===== src/rtl/core/asc85_pkg.sv =====
`default_nettype none
package asc85_pkg;

  // field widths
  localparam int unsigned LW_W   = 10;
  localparam int unsigned CHAR_W = 8;
  localparam int unsigned DIG_W  = 7;

  // line width after reset
  localparam logic [LW_W-1:0] LINE_WIDTH_RESET = 10'd72;

  // register index decoded from paddr[2]
  localparam logic REG_LINE_WIDTH = 1'b0;

  // default depth of the job queue
  localparam int unsigned QUEUE_DEPTH = 4;

  // reciprocal of 85 scaled by 2^38, exact for every 32-bit dividend
  localparam logic [31:0] RECIP_85    = 32'd3233857729;
  localparam int unsigned RECIP_SHIFT = 38;

  // characters
  localparam logic [CHAR_W-1:0] CHAR_BANG  = 8'h21;
  localparam logic [CHAR_W-1:0] CHAR_Z     = 8'h7a;
  localparam logic [CHAR_W-1:0] CHAR_NL    = 8'h0a;
  localparam logic [CHAR_W-1:0] CHAR_TILDE = 8'h7e;
  localparam logic [CHAR_W-1:0] CHAR_GT    = 8'h3e;

  // one unit of work for the back end
  typedef struct packed {
    logic [31:0] word;  // group, big-endian, zero padded
    logic [2:0]  ndig;  // characters to emit from the group (0..5)
    logic        zero;  // all-zero full group, emit 'z'
    logic        eos;   // terminate the stream after the digits
  } job_t;

endpackage
`default_nettype wire


===== src/rtl/core/asc85_queue.sv =====
`default_nettype none
module asc85_queue #(
  parameter int unsigned DEPTH = asc85_pkg::QUEUE_DEPTH
) (
  input  wire               clk_i,
  input  wire               rst_ni,
  input  wire               push_i,
  input  asc85_pkg::job_t   push_data_i,
  output logic              full_o,
  input  wire               pop_i,
  output asc85_pkg::job_t   pop_data_o,
  output logic              empty_o
);

  localparam int unsigned PTR_W = (DEPTH > 1) ? $clog2(DEPTH) : 1;
  localparam int unsigned CNT_W = $clog2(DEPTH + 1);

  asc85_pkg::job_t   mem_q [DEPTH];
  logic [PTR_W-1:0]  wr_ptr_q, rd_ptr_q;
  logic [CNT_W-1:0]  count_q;
  logic              do_push, do_pop;

  assign full_o     = (count_q == CNT_W'(DEPTH));
  assign empty_o    = (count_q == '0);
  assign do_push    = push_i && !full_o;
  assign do_pop     = pop_i && !empty_o;
  assign pop_data_o = mem_q[rd_ptr_q];

  // storage, no reset needed
  always_ff @(posedge clk_i) begin
    if (do_push) begin
      mem_q[wr_ptr_q] <= push_data_i;
    end
  end

  // pointers and fill level
  always_ff @(posedge clk_i or negedge rst_ni) begin
    if (!rst_ni) begin
      wr_ptr_q <= '0;
      rd_ptr_q <= '0;
      count_q  <= '0;
    end else begin
      if (do_push) begin
        wr_ptr_q <= (wr_ptr_q == PTR_W'(DEPTH - 1)) ? '0 : PTR_W'(wr_ptr_q + 1'b1);
      end
      if (do_pop) begin
        rd_ptr_q <= (rd_ptr_q == PTR_W'(DEPTH - 1)) ? '0 : PTR_W'(rd_ptr_q + 1'b1);
      end
      if (do_push && !do_pop) begin
        count_q <= CNT_W'(count_q + 1'b1);
      end else if (do_pop && !do_push) begin
        count_q <= CNT_W'(count_q - 1'b1);
      end
    end
  end

endmodule
`default_nettype wire


===== src/rtl/core/asc85_front.sv =====
`default_nettype none
module asc85_front (
  input  wire              clk_i,
  input  wire              rst_ni,
  input  wire              valid_i,
  output logic             ready_o,
  input  wire              command_i,
  input  wire [7:0]        data_byte_i,
  input  wire              full_i,
  output logic             push_o,
  output asc85_pkg::job_t  job_o
);

  logic [1:0]  byte_count_q;
  logic [31:0] group_q;
  logic [31:0] merged;
  logic [4:0]  shift;
  logic        fire;
  logic        group_done;

  assign ready_o    = !full_i;
  assign fire       = valid_i && ready_o;
  assign group_done = command_i || (byte_count_q == 2'd3);
  assign push_o     = fire && group_done;

  // place the byte big-endian into the group
  assign shift  = {~byte_count_q, 3'b000};
  assign merged = group_q | (32'(data_byte_i) << shift);

  // classify the request into a job
  always_comb begin
    job_o.eos = command_i;
    if (command_i) begin
      job_o.word = group_q;
      job_o.zero = 1'b0;
      job_o.ndig = (byte_count_q == 2'd0) ? 3'd0 : 3'(byte_count_q + 2'd1);
    end else begin
      job_o.word = merged;
      job_o.zero = (merged == 32'd0);
      job_o.ndig = (merged == 32'd0) ? 3'd1 : 3'd5;
    end
  end

  // partial group state
  always_ff @(posedge clk_i or negedge rst_ni) begin
    if (!rst_ni) begin
      byte_count_q <= 2'd0;
      group_q      <= 32'd0;
    end else if (fire) begin
      if (group_done) begin
        byte_count_q <= 2'd0;
        group_q      <= 32'd0;
      end else begin
        byte_count_q <= 2'(byte_count_q + 2'd1);
        group_q      <= merged;
      end
    end
  end

endmodule
`default_nettype wire


===== src/rtl/core/asc85_back.sv =====
`default_nettype none
module asc85_back (
  input  wire                        clk_i,
  input  wire                        rst_ni,
  input  asc85_pkg::job_t            job_i,
  input  wire                        empty_i,
  output logic                       pop_o,
  input  wire [asc85_pkg::LW_W-1:0]  line_width_i,
  output logic                       m_valid_o,
  input  wire                        m_ready_i,
  output logic [7:0]                 m_char_o,
  output logic                       m_last_o,
  output logic                       m_end_o
);

  localparam int unsigned LW_W  = asc85_pkg::LW_W;
  localparam int unsigned DIG_W = asc85_pkg::DIG_W;
  localparam int unsigned Q_W   = 64 - asc85_pkg::RECIP_SHIFT;

  // converter states
  localparam logic [1:0] CV_EMPTY = 2'd0;
  localparam logic [1:0] CV_RUN   = 2'd1;
  localparam logic [1:0] CV_DONE  = 2'd2;

  // emitter states
  localparam logic [2:0] PH_IDLE  = 3'd0;
  localparam logic [2:0] PH_CNT   = 3'd1;
  localparam logic [2:0] PH_NL    = 3'd2;
  localparam logic [2:0] PH_ENL   = 3'd3;
  localparam logic [2:0] PH_TILDE = 3'd4;
  localparam logic [2:0] PH_GT    = 3'd5;

  // converter registers
  logic [1:0]       cv_st_q, cv_st_d;
  logic [2:0]       cnt_q;
  logic [63:0]      prod_q;
  logic [31:0]      wprev_q;
  logic [DIG_W-1:0] c_dig_q [5];
  logic [2:0]       c_ndig_q;
  logic             c_zero_q, c_eos_q;

  logic [Q_W-1:0]   q_val;
  logic [DIG_W-1:0] rem;
  logic [31:0]      mul_a;
  logic [63:0]      mul_p;

  // emitter registers
  logic [2:0]       ph_q, ph_d;
  logic [2:0]       idx_q, idx_d;
  logic [LW_W-1:0]  column_q, column_d;
  logic [DIG_W-1:0] e_dig_q [5];
  logic [2:0]       e_ndig_q;
  logic             e_zero_q, e_eos_q;

  logic             load, adv, fire;
  logic             more, nl_cnt;
  logic [2:0]       idx_inc;
  logic [LW_W-1:0]  col_inc;
  logic [2:0]       ph_after;
  logic [7:0]       ch;
  logic             ch_last, ch_end;

  // output register
  logic             out_valid_q;
  logic [7:0]       out_char_q;
  logic             out_last_q, out_end_q;

  // one step of divide by 85: quotient from the product, remainder in 7 bits
  assign q_val = prod_q[63 -: Q_W];
  assign rem   = DIG_W'(wprev_q[DIG_W-1:0] - DIG_W'(q_val[DIG_W-1:0] * 7'd85));
  assign mul_a = (cv_st_q == CV_EMPTY) ? job_i.word : 32'(q_val);
  assign mul_p = mul_a * asc85_pkg::RECIP_85;

  assign pop_o = (cv_st_q == CV_EMPTY) && !empty_i;
  assign load  = (cv_st_q == CV_DONE) && (ph_q == PH_IDLE);

  // converter sequencing
  always_comb begin
    cv_st_d = cv_st_q;
    unique case (cv_st_q)
      CV_EMPTY: if (pop_o) cv_st_d = CV_RUN;
      CV_RUN:   if (cnt_q == 3'd4) cv_st_d = CV_DONE;
      CV_DONE:  if (load) cv_st_d = CV_EMPTY;
      default:  cv_st_d = CV_EMPTY;
    endcase
  end

  always_ff @(posedge clk_i or negedge rst_ni) begin
    if (!rst_ni) begin
      cv_st_q <= CV_EMPTY;
      cnt_q   <= 3'd0;
    end else begin
      cv_st_q <= cv_st_d;
      if (pop_o) begin
        cnt_q <= 3'd0;
      end else if (cv_st_q == CV_RUN) begin
        cnt_q <= 3'(cnt_q + 3'd1);
      end
    end
  end

  // converter datapath, digits land least significant first
  always_ff @(posedge clk_i) begin
    if (pop_o) begin
      prod_q   <= mul_p;
      wprev_q  <= job_i.word;
      c_ndig_q <= job_i.ndig;
      c_zero_q <= job_i.zero;
      c_eos_q  <= job_i.eos;
    end else if (cv_st_q == CV_RUN) begin
      prod_q                 <= mul_p;
      wprev_q                <= 32'(q_val);
      c_dig_q[3'd4 - cnt_q]  <= rem;
    end
  end

  // emitter decisions
  assign adv     = !out_valid_q || m_ready_i;
  assign fire    = adv && (ph_q != PH_IDLE);
  assign idx_inc = 3'(idx_q + 3'd1);
  assign more    = (idx_inc < e_ndig_q);
  assign nl_cnt  = (column_q >= line_width_i);
  assign col_inc = LW_W'(column_q + 1'b1);

  always_comb begin
    ph_d     = ph_q;
    idx_d    = idx_q;
    column_d = column_q;
    ch       = asc85_pkg::CHAR_NL;
    ch_last  = 1'b0;
    ch_end   = 1'b0;
    ph_after = PH_IDLE;
    unique case (ph_q)
      PH_IDLE: begin
        if (load) begin
          idx_d = 3'd0;
          if (c_eos_q && (c_ndig_q == 3'd0)) begin
            ph_d = (({1'b0, column_q} + 11'd2) > {1'b0, line_width_i}) ? PH_ENL : PH_TILDE;
          end else begin
            ph_d = PH_CNT;
          end
        end
      end
      PH_CNT: begin
        ch = e_zero_q ? asc85_pkg::CHAR_Z
                      : 8'(e_dig_q[idx_q]) + asc85_pkg::CHAR_BANG;
        column_d = nl_cnt ? '0 : col_inc;
        // terminator check sees the column after this character
        if (e_eos_q) begin
          ph_after = (({1'b0, column_d} + 11'd2) > {1'b0, line_width_i}) ? PH_ENL : PH_TILDE;
        end
        ch_last = !nl_cnt && !more && !e_eos_q;
        if (fire) begin
          if (nl_cnt) begin
            ph_d = PH_NL;
          end else if (more) begin
            idx_d = idx_inc;
          end else begin
            ph_d = ph_after;
          end
        end
      end
      PH_NL: begin
        ch = asc85_pkg::CHAR_NL;
        if (e_eos_q) begin
          ph_after = (11'd2 > {1'b0, line_width_i}) ? PH_ENL : PH_TILDE;
        end
        ch_last = !more && !e_eos_q;
        if (fire) begin
          if (more) begin
            idx_d = idx_inc;
            ph_d  = PH_CNT;
          end else begin
            ph_d = ph_after;
          end
        end
      end
      PH_ENL: begin
        ch = asc85_pkg::CHAR_NL;
        if (fire) ph_d = PH_TILDE;
      end
      PH_TILDE: begin
        ch = asc85_pkg::CHAR_TILDE;
        if (fire) ph_d = PH_GT;
      end
      PH_GT: begin
        ch       = asc85_pkg::CHAR_GT;
        ch_last  = 1'b1;
        ch_end   = 1'b1;
        column_d = '0;
        if (fire) ph_d = PH_IDLE;
      end
      default: ph_d = PH_IDLE;
    endcase
  end

  // emitter control
  always_ff @(posedge clk_i or negedge rst_ni) begin
    if (!rst_ni) begin
      ph_q     <= PH_IDLE;
      idx_q    <= 3'd0;
      column_q <= '0;
    end else begin
      ph_q  <= ph_d;
      idx_q <= idx_d;
      if (fire) begin
        column_q <= column_d;
      end
    end
  end

  // job payload handed over from the converter
  always_ff @(posedge clk_i) begin
    if (load) begin
      e_dig_q  <= c_dig_q;
      e_ndig_q <= c_ndig_q;
      e_zero_q <= c_zero_q;
      e_eos_q  <= c_eos_q;
    end
  end

  // output register
  always_ff @(posedge clk_i or negedge rst_ni) begin
    if (!rst_ni) begin
      out_valid_q <= 1'b0;
    end else if (fire) begin
      out_valid_q <= 1'b1;
    end else if (m_ready_i) begin
      out_valid_q <= 1'b0;
    end
  end

  always_ff @(posedge clk_i) begin
    if (fire) begin
      out_char_q <= ch;
      out_last_q <= ch_last;
      out_end_q  <= ch_end;
    end
  end

  assign m_valid_o = out_valid_q;
  assign m_char_o  = out_char_q;
  assign m_last_o  = out_last_q;
  assign m_end_o   = out_end_q;

endmodule
`default_nettype wire


===== src/rtl/core/ascii85_stream_encoder_top.sv =====
`default_nettype none
// Ascii85 stream encoder. Bytes enter on the slave stream (tuser low) and are
// packed big-endian into 32-bit groups; a request with tuser high ends the
// stream, flushing a partial group as n+1 digits, then an optional newline
// and "~>" (tuser high on the '>'), and clears all state. A full zero group
// becomes 'z'. Newlines are inserted after a character whenever the column
// has reached line_width (APB register at address 0, reset 72). tlast marks
// the final character produced by each request. Input requests are taken in
// every cycle while the job queue (four entries by default) has room. Each
// job then holds the divide-by-85 unit for a load step, five reciprocal
// multiply steps and a handover to the emitter, while the emitter produces
// one output character per cycle after each handover unless the output
// stalls. The two overlap, so the divide unit sets the pace for full groups;
// newlines and output stalls add to that once the emitter is the slower side.
module ascii85_stream_encoder_top #(
  parameter int unsigned QUEUE_DEPTH = asc85_pkg::QUEUE_DEPTH
) (
  input  wire         clk_i,
  input  wire         rst_ni,
  // slave stream
  input  wire         s_axis_tvalid,
  output logic        s_axis_tready,
  input  wire  [7:0]  s_axis_tdata,   // [7:0] data_byte
  input  wire         s_axis_tuser,   // [0] command
  // master stream
  output logic        m_axis_tvalid,
  input  wire         m_axis_tready,
  output logic [7:0]  m_axis_tdata,   // [7:0] out_char
  output logic        m_axis_tlast,   // last
  output logic        m_axis_tuser,   // [0] stream_end
  // configuration
  input  wire         psel,
  input  wire         penable,
  input  wire         pwrite,
  input  wire  [2:0]  paddr,
  input  wire  [31:0] pwdata,
  output logic [31:0] prdata,
  output logic        pready
);

  localparam int unsigned LW_W = asc85_pkg::LW_W;

  logic [LW_W-1:0]  line_width_q;
  logic             reg_sel;
  logic             push, full, pop, empty;
  asc85_pkg::job_t  push_job, pop_job;

  // register file
  assign pready  = 1'b1;
  assign reg_sel = (paddr[2] == asc85_pkg::REG_LINE_WIDTH);
  assign prdata  = reg_sel ? 32'(line_width_q) : 32'd0;

  always_ff @(posedge clk_i or negedge rst_ni) begin
    if (!rst_ni) begin
      line_width_q <= asc85_pkg::LINE_WIDTH_RESET;
    end else if (psel && penable && pwrite && pready && reg_sel) begin
      line_width_q <= pwdata[LW_W-1:0];
    end
  end

  // front end: byte packing and job classification
  asc85_front u_front (
    .clk_i       (clk_i),
    .rst_ni      (rst_ni),
    .valid_i     (s_axis_tvalid),
    .ready_o     (s_axis_tready),
    .command_i   (s_axis_tuser),
    .data_byte_i (s_axis_tdata),
    .full_i      (full),
    .push_o      (push),
    .job_o       (push_job)
  );

  // job queue
  asc85_queue #(
    .DEPTH (QUEUE_DEPTH)
  ) u_queue (
    .clk_i       (clk_i),
    .rst_ni      (rst_ni),
    .push_i      (push),
    .push_data_i (push_job),
    .full_o      (full),
    .pop_i       (pop),
    .pop_data_o  (pop_job),
    .empty_o     (empty)
  );

  // back end: digit conversion and character emission
  asc85_back u_back (
    .clk_i        (clk_i),
    .rst_ni       (rst_ni),
    .job_i        (pop_job),
    .empty_i      (empty),
    .pop_o        (pop),
    .line_width_i (line_width_q),
    .m_valid_o    (m_axis_tvalid),
    .m_ready_i    (m_axis_tready),
    .m_char_o     (m_axis_tdata),
    .m_last_o     (m_axis_tlast),
    .m_end_o      (m_axis_tuser)
  );

endmodule
`default_nettype wire


===== config.mk =====
export PLATFORM = sky130hd
export DESIGN_NAME = ascii85_stream_encoder_top
export DESIGN_NICKNAME = d
export VERILOG_FILES = /design/src/rtl/core/asc85_pkg.sv /design/src/rtl/core/asc85_queue.sv /design/src/rtl/core/asc85_front.sv /design/src/rtl/core/asc85_back.sv /design/src/rtl/core/ascii85_stream_encoder_top.sv
export SDC_FILE = /design/constraint.sdc
export NUM_CORES = 1
export LEC_CHECK = 0
export ABC_AREA = 1
export BUFFER_PORTS_ARGS = -buffer_cell sky130_fd_sc_hd__buf_2
export CORE_ASPECT_RATIO = 0.75
export CORE_MARGIN = 2
export CORE_UTILIZATION = 25
export CTS_CLUSTER_DIAMETER = 30
export DETAILED_ROUTE_END_ITERATION = 10
export PLACE_DENSITY = 0.48
export SYNTH_ARGS = -nofsm -noshare
export SYNTH_HDL_FRONTEND = slang
export SYNTH_SLANG_ARGS = --single-unit

===== constraint.sdc =====
create_clock -name clk_i -period 6.82 [get_ports clk_i]
set_clock_uncertainty 0.05 [all_clocks]
set_input_delay 1.023 -clock clk_i [delete_from_list [all_inputs] [get_ports clk_i]]
set_output_delay 1.023 -clock clk_i [all_outputs]
set_load 0.1 [all_outputs]

==> results of run 1 <==
[state kept, by name, indices dropped and copies added, names as in the netlist, 7 cells and up]
name and cells:
u_back.wprev_q 7, u_back.c_dig_q 35, u_back.prod_q 26, line_width_q 10, u_back.m_char_o 8, u_back.column_q 10
u_front.group_q 32, u_back.e_dig_q 35, u_queue.mem_q 148
[worst paths after layout]
check,startpoint,slack [ps],end
min in group clk_i,u_back.c_dig_q[21],350,u_back.e_dig_q[21]
min reg2reg,u_back.c_dig_q[21],350,u_back.e_dig_q[21]
max in group asynchronous,rst_ni,5330,u_queue.rd_ptr_q[1]
max,u_queue.rd_ptr_q[0],50,u_back.prod_q[45]
min,rst_ni,250,u_front.group_q[25]
max reg2reg,u_queue.rd_ptr_q[0],50,u_back.prod_q[45]
[worst register-to-register path: cells and delay by family, from the launching register on]
| kind | cells | cell delay (ps) |
|---|---|---|
| compound gates | 6 | 910 |
| buf+inv | 12 | 1260 |
| flops | 1 | 410 |
| simple gates | 3 | 280 |
| fa+ha+maj | 9 | 3470 |
| xor+xnor | 1 | 130 |
[layer usage]
| metal | part of all wire, % | GRT usage [%] |
|---|---|---|
| met5 | 0.083 | 0.421 |
| met3 | 7.2 | 3.89 |
| met2 | 39 | 20.3 |
| met4 | 1.5 | 2.63 |
| met1 | 52 | 22.9 |
[layout by cell type (no fill, tap or decap), types with 25 or more instances in the layout]
| cell type | synthesis | layout |
|---|---|---|
| inv_1 | 578 | 547 |
| buf_4 | 23 | 325 |
| nand2_1 | 368 | 313 |
| ha_1 | 375 | 287 |
| edfxtp_1 | 271 | 271 |
| nor2_1 | 252 | 205 |
| fa_1 | 172 | 154 |
| o21ai_0 | 204 | 144 |
| a21oi_1 | 150 | 102 |
| nand3_1 | 95 | 91 |
| ha_4 | 0 | 86 |
| clkbuf_16 | 0 | 73 |
| dfrtp_1 | 71 | 69 |
| buf_2 | 5 | 47 |
| o21ai_2 | 2 | 41 |
| nand2_2 | 3 | 41 |
| a21oi_2 | 0 | 38 |
| xor2_1 | 39 | 36 |
| inv_2 | 8 | 35 |
| o21ai_1 | 22 | 34 |
| nor2_2 | 7 | 30 |
| o22ai_1 | 33 | 27 |
| nor2_4 | 1 | 25 |
[timing repair]
| action | 4_1_cts | 5_1_grt |
|---|---|---|
| pin swaps | 56 | 101 |
| gates resized for setup | 214 | 318 |
| setup endpoints to repair | 26 | 26 |
| hold endpoints to repair | 0 | 0 |
| buffers inserted | 12 | 31 |
| cloned | 3 | 0 |
[cells by family (layout without fill, tap and decap cells)]
| logic type | Yosys count | in the layout | share of synthesized area, % |
|---|---|---|---|
| other | 2 | 23 | 0.0277 |
| and+or+nand+nor | 811 | 811 | 12.7 |
| DFF | 344 | 344 | 36.7 |
| AOI/OAI and AO/OA | 462 | 462 | 9.23 |
| xor gates and xnor gates | 55 | 55 | 1.78 |
| adders and majority gates | 547 | 547 | 30.0 |
| buffers and inverters | 661 | 1108 | 9.57 |
[area by class of cell]
| class | count | area share (%) |
|---|---|---|
| Clock inverter | 45 | 1.22 |
| Multi-Input combinational cell | 1898 | 46.7 |
| Tap cell | 1431 | 4.92 |
| Clock buffer | 80 | 5.12 |
| Timing Repair Buffer | 395 | 8.49 |
| Sequential cell | 344 | 27.4 |
| Inverter | 588 | 6.12 |
[stage by stage]
step,hold WS [ps],setup slack [ps],utilization (%),TNS [ps],cells
2_1_floorplan,350,8.30,-,0,2903
3_3_place_gp,350,-497,29.1,-8130,4613
3_5_place_dp,355,-482,29.1,-8480,4613
4_1_cts,224,0.242,32.2,0,4752
5_1_grt,237,-160,33.9,-1670,4781
6_report,248,54.3,33.9,0,4781
==> impl_results.md, run 1 <==
- Clock Sinks: 344
- Register area: 9970 µm²
- Max clock buf depth: 3
- Top post-synthesis cells by count: 578 x inv_1, 375 x ha_1, 368 x nand2_1
- Total gr overflow: 0
- Share of cells above drive strength 1: 27.5%
- TritonCTS buffer count: 68
- Design Area, Final: 36,400 µm²
- Status: complete, but fails checks
- Initial antenna violation count: 3
- Register area share after synthesis: 36.7%
- Worst hold-check path type: in2async
- Slew Viols, Final: 0
- Slowest stage cell on the critical path: fa_2
- Die Ht: 289 µm
- Top_reg_cell synth: edfxtp_1
- Crit path depth: 31
- Row count: 104
- Cell taking the most area after synthesis: edfxtp_1
- Detailed Route WL: 81,700 µm
- CTS hold repair buffers: 0
- Die area: 111,000 µm²
- CP startpoint kind: flip-flop
- WP data required: 7100 ps
- Relative max-transition margin: 16.2%
- PortBufs: 48
- Critical path class: reg2reg
- Worst path bufs/invs: 12
- Share of the synthesized area in the top cell type: 30.0%
- Worst-margin pin slew: 1260 ps
- Core ar.: 107,000 µm²
- Post-route DRC: 3
- Period utilisation layout: 99.2%
- CP delay by family, top: adder cells
- DR iter-0 viols: 1,515
- Via density: 4.42
- Wire length per cell: 17.1 µm
- Clock Latency Late Sink: 600 ps
- Element type at the critical path end: flip-flop
- Top-level I/O count: 96
- CTS tree: yes
- Crit-path max cell delay: 530 ps
- Cell Area, Synth: 27,100 µm²
- Layout area overhead: 34.2%
- MaxCap Viol Count: 0
- Number of synthesized flops with an enable pin: 271
- Failing checks: design-rule violations
- FF-to-FF path depth: 31
- Multi-input logic area: 17,000 µm²
- Crit path DAT: 7040 ps
- RSZ-0062 raised after global routing: true
- Die X-Extent: 384 µm
- Unique masters post-synth: 56
- Detail Route Antenna Nets: 0
- Via count: 21,128
- Final min period: 6770 ps
- Total global routing track utilization: 14.8%
- Fmax: 0.148 GHz
- Final net count: 3,893
- Filler instances: 11,137
- Ys async rst share: 21.2%
- Final GP Congestion: 0.921
- Top post-synthesis cells by area: edfxtp_1 30%, ha_1 17%, fa_1 13%
- Syn_area_per_cell: 9.41 µm²
- Worst-path clk slew: 50 ps
- Syn Inst Count: 2,882
- Placed inst area: 31,300 µm²
- Final setup viols: 0
- Post-synthesis register bit count: 344
- Vias in the first global route: 21,304
- DR pass1 iterations: 10
- Fin. Hold Viols: 0
- Most common cell in the synthesized netlist: inv_1
- First-pass GRT wire length: 126,000 µm
- Largest net degree at the start of global routing: 60
- DP HPWL: 63,500 µm
- CTS H-Tree Depth: 3
- CTS root buf: clkbuf_16
- Antenna diodes: 0
- CP Max Fanout: 7
- Synth warnings: 0
- Starting Density: 25.2%
Power of run 1 is not shown: default switching activity piles up to over one toggle a cycle in this logic, so the estimate is an artifact.
==> run 2, diff against run 1 <==
--- a/config.mk
+++ b/config.mk
@@ -13,6 +13,7 @@
 export CTS_CLUSTER_DIAMETER = 30
 export DETAILED_ROUTE_END_ITERATION = 10
 export PLACE_DENSITY = 0.48
+export REMOVE_ABC_BUFFERS = 1
 export SYNTH_ARGS = -nofsm -noshare
 export SYNTH_HDL_FRONTEND = slang
 export SYNTH_SLANG_ARGS = --single-unit
==> impl_results.md, run 2 (same netlist as run 1, synthesis figures left out) <==
- Via count: 21,060 (-0.32%)
- Starting Density: 25.2% (unchanged)
- Vias in the first global route: 20,998 (-1.4%)
- Setup slack, reg-to-reg: -10 ps (-70 ps)
- Final setup viols: 1 (+1)
- Max clock buf depth: 3 (unchanged)
- Top-level I/O count: 96 (unchanged)
- Total gr overflow: 0 (unchanged)
- Post-Place Setup Slack: -506 ps (-23.2 ps)
- Wire length per cell: 17.2 µm (+0.43%)
- Crit path DAT: 7160 ps (+120 ps)
- Critical path class: reg2reg
- Crit. Startpoint: u_queue.rd_ptr_q[0]
- Via density: 4.42 (about the same)
- Failing checks: design-rule violations, negative setup slack
- CP startpoint kind: flip-flop
- Fin. Hold Viols: 0 (unchanged)
- Critical path's most frequent cell: ha_4
- DR pass1 iterations: 11 (+1)
- Clock Latency Late Sink: 630 ps (+30 ps)
- DR iter-0 viols: 1,475 (-2.6%)
- Crit-path max cell delay: 610 ps (+80 ps)
- MaxCap Viol Count: 0 (unchanged)
- WP data required: 7150 ps (+50 ps)
- Detail Route Antenna Nets: 0 (unchanged)
- Largest net degree at the start of global routing: 60 (unchanged)
- Worst hold-check path type: in2async
- Initial antenna violation count: 2 (-1)
- Total global routing track utilization: 14.6% (-0.15 points)
- Slew Viols, Final: 0 (unchanged)
- Worst-margin pin slew: 1230 ps (-25.7 ps)
- Layout area overhead: 35.0%
- RSZ-0062 raised after global routing: true
- Post-Route Setup TNS: -13.9 ps (-13.9 ps)
- Max reg flops: 148 (unchanged)
- First-pass GRT wire length: 125,000 µm (-0.82%)
- Core ar.: 107,000 µm² (unchanged)
- Hold_ws: 215 ps (-33.1 ps)
- Final setup margin: -13.9 ps (-68.2 ps)
- Most frequent cells in the layout: 533 x inv_1, 309 x nand2_1, 307 x buf_4
- TritonCTS buffer count: 59 (-13%)
- Row count: 104 (unchanged)
- Critical R2R Launch: u_queue.rd_ptr_q[0]
- Final min period: 6830 ps (+68.2 ps)
- Final net count: 3,886 (-0.18%)
- Period utilisation layout: 100% (+1.0 points)
- Largest reg by FF count: u_queue.mem_q
- Detailed Route WL: 81,900 µm (+0.18%)
- Post-route DRC: 6 (+3)
- Final GP Congestion: 0.904 (-1.7%)
- Status: complete, but fails checks
- DP HPWL: 63,500 µm (about the same)
- Element type at the critical path end: flip-flop
- Leading cell type in the layout, fill and taps excluded: inv_1
- Share of cells above drive strength 1: 28.4% (+0.95 points)
- CTS root buf: clkbuf_16
- Clock Sinks: 344 (unchanged)
- CTS tree: yes
- Fmax: 0.146 GHz (-1.0%)
- Slowest stage cell on the critical path: fa_2
- CTS hold repair buffers: 0 (unchanged)
- CP Max Fanout: 6 (-1)
- Die area: 111,000 µm² (unchanged)
- PortBufs: 48 (unchanged)
- Die Ht: 289 µm (unchanged)
- Largest regs: u_queue.mem_q: 148 flops, u_back.c_dig_q: 35 flops, u_back.e_dig_q: 35 flops
- Worst-path clk slew: 60 ps (about the same)
- Die X-Extent: 384 µm (unchanged)
- CTS H-Tree Depth: 2 (-1)
- Relative max-transition margin: 17.9% (+1.7 points)
[run 2: changes by cell type in the layout (fill, tap and decap cells not counted), moves of 6 or more]
cell | before | now
a21oi_2 | 38 | 31
buf_4 | 325 | 307
buf_6 | 8 | 26
clkbuf_16 | 73 | 62
clkinv_2 | 8 | 2
ha_1 | 287 | 271
ha_4 | 86 | 98
inv_1 | 547 | 533
inv_2 | 35 | 48
inv_8 | 2 | 10
o21ai_2 | 41 | 31
o21ai_4 | 9 | 18
[run 2: what timing repair did]
action | 4_1_cts | 5_1_grt
pin swaps | 37 | 153
setup endpoints to repair | 26 | 26
gates resized for setup | 176 | 424
hold endpoints to repair | 0 | 0
setup buffers | 9 | 41
gates cloned | 3 | 4
[run 2: area by class of cell]
class,instances,area (µm²)
inverter,588,2230
clock inverter,48,572
fill,11058,70900
clock buffer,62,1490
timing repair inverter,1,11.3
sequential,344,9970
tap,1431,1790
antenna,1,2.50
multi-input combinational,1898,17400
timing repair buffer,396,3180
[run 2: per-layer routing]
layer / routed length (µm) / GRT usage, %
met1: 41700 / 22.6
met2: 32100 / 19.8
met3: 6920 / 4.64
met4: 1110 / 2.26
met5: 13 / 0
[run 2: metrics by stage]
step | utilization (%) | cell area (µm²) | cells
floorplan | - | 26800 | 2830
global placement | 29.0 | 31200 | 4606
detailed placement | 29.0 | 31200 | 4606
CTS | 31.8 | 34200 | 4728
global route | 34.1 | 36600 | 4768
finish | 34.1 | 36600 | 4769
[run 2: worst paths after layout]
| path | cells past startpoint | end |
|---|---|---|
| worst max-delay path | 31 | u_back.prod_q[61] |
| worst min-delay path | 1 | u_front.group_q[29] |
| worst max register to register | 31 | u_back.prod_q[61] |
| worst min register to register | 0 | u_back.e_dig_q[19] |
| max in group asynchronous | 2 | u_queue.rd_ptr_q[1] |
| min in group clk_i | 0 | u_back.e_dig_q[19] |
[run 2: worst max-delay path: cells and delay by family, from the launching register on]
kind | cells | cell delay [ps]
AOI/OAI and AO/OA | 3 | 410
xor gates and xnor gates | 1 | 80
adders and majority gates | 9 | 3680
buffers and inverters | 10 | 960
DFF | 1 | 440
and+or+nand+nor | 8 | 970
Power of run 2 is left out for the same reason.
==> run 3, diff against run 2 <==
--- a/config.mk
+++ b/config.mk
@@ -7,12 +7,11 @@
 export LEC_CHECK = 0
 export ABC_AREA = 1
 export BUFFER_PORTS_ARGS = -buffer_cell sky130_fd_sc_hd__buf_2
-export CORE_ASPECT_RATIO = 0.75
+export CORE_ASPECT_RATIO = 0.8
 export CORE_MARGIN = 2
 export CORE_UTILIZATION = 25
 export CTS_CLUSTER_DIAMETER = 30
 export DETAILED_ROUTE_END_ITERATION = 10
-export PLACE_DENSITY = 0.48
 export REMOVE_ABC_BUFFERS = 1
 export SYNTH_ARGS = -nofsm -noshare
 export SYNTH_HDL_FRONTEND = slang
==> impl_results.md, run 3 (same netlist as run 1, synthesis figures left out) <==
- Status: finished, final reports clean
- Critical path's most frequent cell: ha_4
- Layout area overhead: 29.3%
- CP Max Fanout: 8 (+2)
- Element type at the critical path end: flip-flop
- Slowest stage cell on the critical path: fa_1
- Relative max-transition margin: 20.0% (+2.1 points)
- Top-level I/O count: 96 (unchanged)
- Largest net degree at the start of global routing: 74 (+23%)
- CTS hold repair buffers: 0 (unchanged)
- Max clock buf depth: 3 (unchanged)
- Final cell count without fillers: 4,730 (-0.82%)
- Crit-path max cell delay: 620 ps (about the same)
- Period utilisation layout: 98.6% (-1.6 points)
- Core ar.: 108,000 µm² (+0.45%)
- CTS root buf: clkbuf_16
- Vias in the first global route: 19,614 (-6.6%)
- Wire length per cell: 15.6 µm (-9.3%)
- Total global routing track utilization: 12.8% (-1.8 points)
- First-pass GRT wire length: 111,000 µm (-11%)
- Fmax: 0.149 GHz (+1.7%)
- WP data required: 7050 ps (-100 ps)
- Final setup margin: 97.2 ps (+111 ps)
- Detailed Route WL: 73,700 µm (-10%)
- Final GP Congestion: 0.925 (+2.3%)
- Detail Route Antenna Nets: 0 (unchanged)
- Worst-margin pin slew: 1200 ps (-31.2 ps)
- Leading cell type in the layout, fill and taps excluded: inv_1
- CTS tree: yes
- Final net count: 3,865 (-0.54%)
- Post-route DRC: 0 (-6)
- RSZ-0062 raised after global routing: true
- Initial antenna violation count: 0 (-2)
- Worst-path clk slew: 60 ps (about the same)
- Fin. Hold Viols: 0 (unchanged)
- MaxCap Viol Count: 0 (unchanged)
- Crit path DAT: 6950 ps (-210 ps)
- Die X-Extent: 372 µm (-3.1%)
- Critical path class: reg2reg
- Starting Density: 25.1% (-0.11 points)
- Clock Sinks: 344 (unchanged)
- Final setup viols: 0 (-1)
- Max reg flops: 148 (unchanged)
- Antenna diodes: 0 (-1)
- DR iter-0 viols: 1,855 (+26%)
- Total gr overflow: 0 (unchanged)
- Clock Latency Late Sink: 550 ps (-80 ps)
- Die Ht: 299 µm (+3.2%)
- Slew Viols, Final: 0 (unchanged)
- CP startpoint kind: flip-flop
- Via count: 20,878 (-0.86%)
- Cells after DPL: 4,626 (+0.43%)
- TritonCTS buffer count: 42 (-29%)
- Die area: 111,000 µm² (about the same)
- Worst hold-check path type: reg2reg
- Post-Place Setup Slack: -305 ps (+200 ps)
- Largest regs: u_queue.mem_q: 148 flops, u_back.c_dig_q: 35 flops, u_back.e_dig_q: 35 flops
- PortBufs: 48 (unchanged)
- Largest reg by FF count: u_queue.mem_q
- Final min period: 6720 ps (-111 ps)
- Row count: 108 (+3.8%)
- Share of cells above drive strength 1: 24.5% (-4.0 points)
- DR pass1 iterations: 5 (-6)
- DP HPWL: 57,900 µm (-8.8%)
- CTS H-Tree Depth: 2 (unchanged)
- Via density: 4.41 (about the same)
- Most frequent cells in the layout: 565 x inv_1, 333 x nand2_1, 320 x buf_4
-- run 3: changes by cell type in the layout (fill, tap and decap cells not counted), moves of 11 or more --
cell and delta:
inv_1 +32, ha_1 +12, clkbuf_16 -17, inv_2 -31, buf_6 -14, o21ai_1 +17
buf_4 +13, o21ai_4 -17, nand2_1 +24, nand2_2 -14, ha_4 -11
-- run 3: cell type report --
cell class | instances | area (µm²)
Sequential cell | 344 | 9970
Fill cell | 10852 | 72900
Timing Repair Buffer | 392 | 3020
Clock inverter | 31 | 318
Timing Repair inverter | 1 | 11.3
Multi-Input combinational cell | 1898 | 16600
Inverter | 588 | 2220
Tap cell | 1430 | 1790
Clock buffer | 46 | 1110
-- run 3: routing by layer --
metal | GRT usage (%) | wire, µm
met5 | 0 | 0
met1 | 20.1 | 36100
met3 | 3.28 | 6080
met2 | 17.8 | 30800
met4 | 1.50 | 659
-- run 3: through the flow --
step	hold WS, ps	util (%)	area, µm²	setup TNS, ps
after floorplan	350	-	26800	-29120
after global placement	350	29.0	31300	-3800
after detailed placement	355	29.0	31300	-4130
after CTS	363	30.7	33100	-25.0
after global routing	370	32.5	35100	-1460
final	359	32.5	35100	0
-- run 3: worst max-delay path, delay by kind of cell (launching register included) --
kind | cells | cell delay (ps)
compound gates | 6 | 910
simple gates | 6 | 540
buf+inv | 8 | 950
flops | 1 | 410
fa+ha+maj | 9 | 3400
xor+xnor | 1 | 160
-- run 3: final timing paths --
check                      cells after the start             endpoint  slack, ps           startpoint
setup / recovery                              30    u_back.prod_q[63]        100  u_queue.rd_ptr_q[0]
hold / removal                                 0   u_back.e_dig_q[20]        360   u_back.c_dig_q[20]
setup reg to reg                              30    u_back.prod_q[63]        100  u_queue.rd_ptr_q[0]
hold reg to reg                                0   u_back.e_dig_q[20]        360   u_back.c_dig_q[20]
max in group asynchronous                      1  u_queue.rd_ptr_q[1]       5420               rst_ni
min in group asynchronous                      1  u_front.group_q[27]        580               rst_ni
-- run 3: timing repair --
action / CTS / global route
gates resized for setup: 91 / 338
setup buffers: 3 / 21
pin swaps: 26 / 73
cloned: 0 / 3
endpoints found under the setup margin: 26 / 26
Power of run 3 is left out for the same reason.
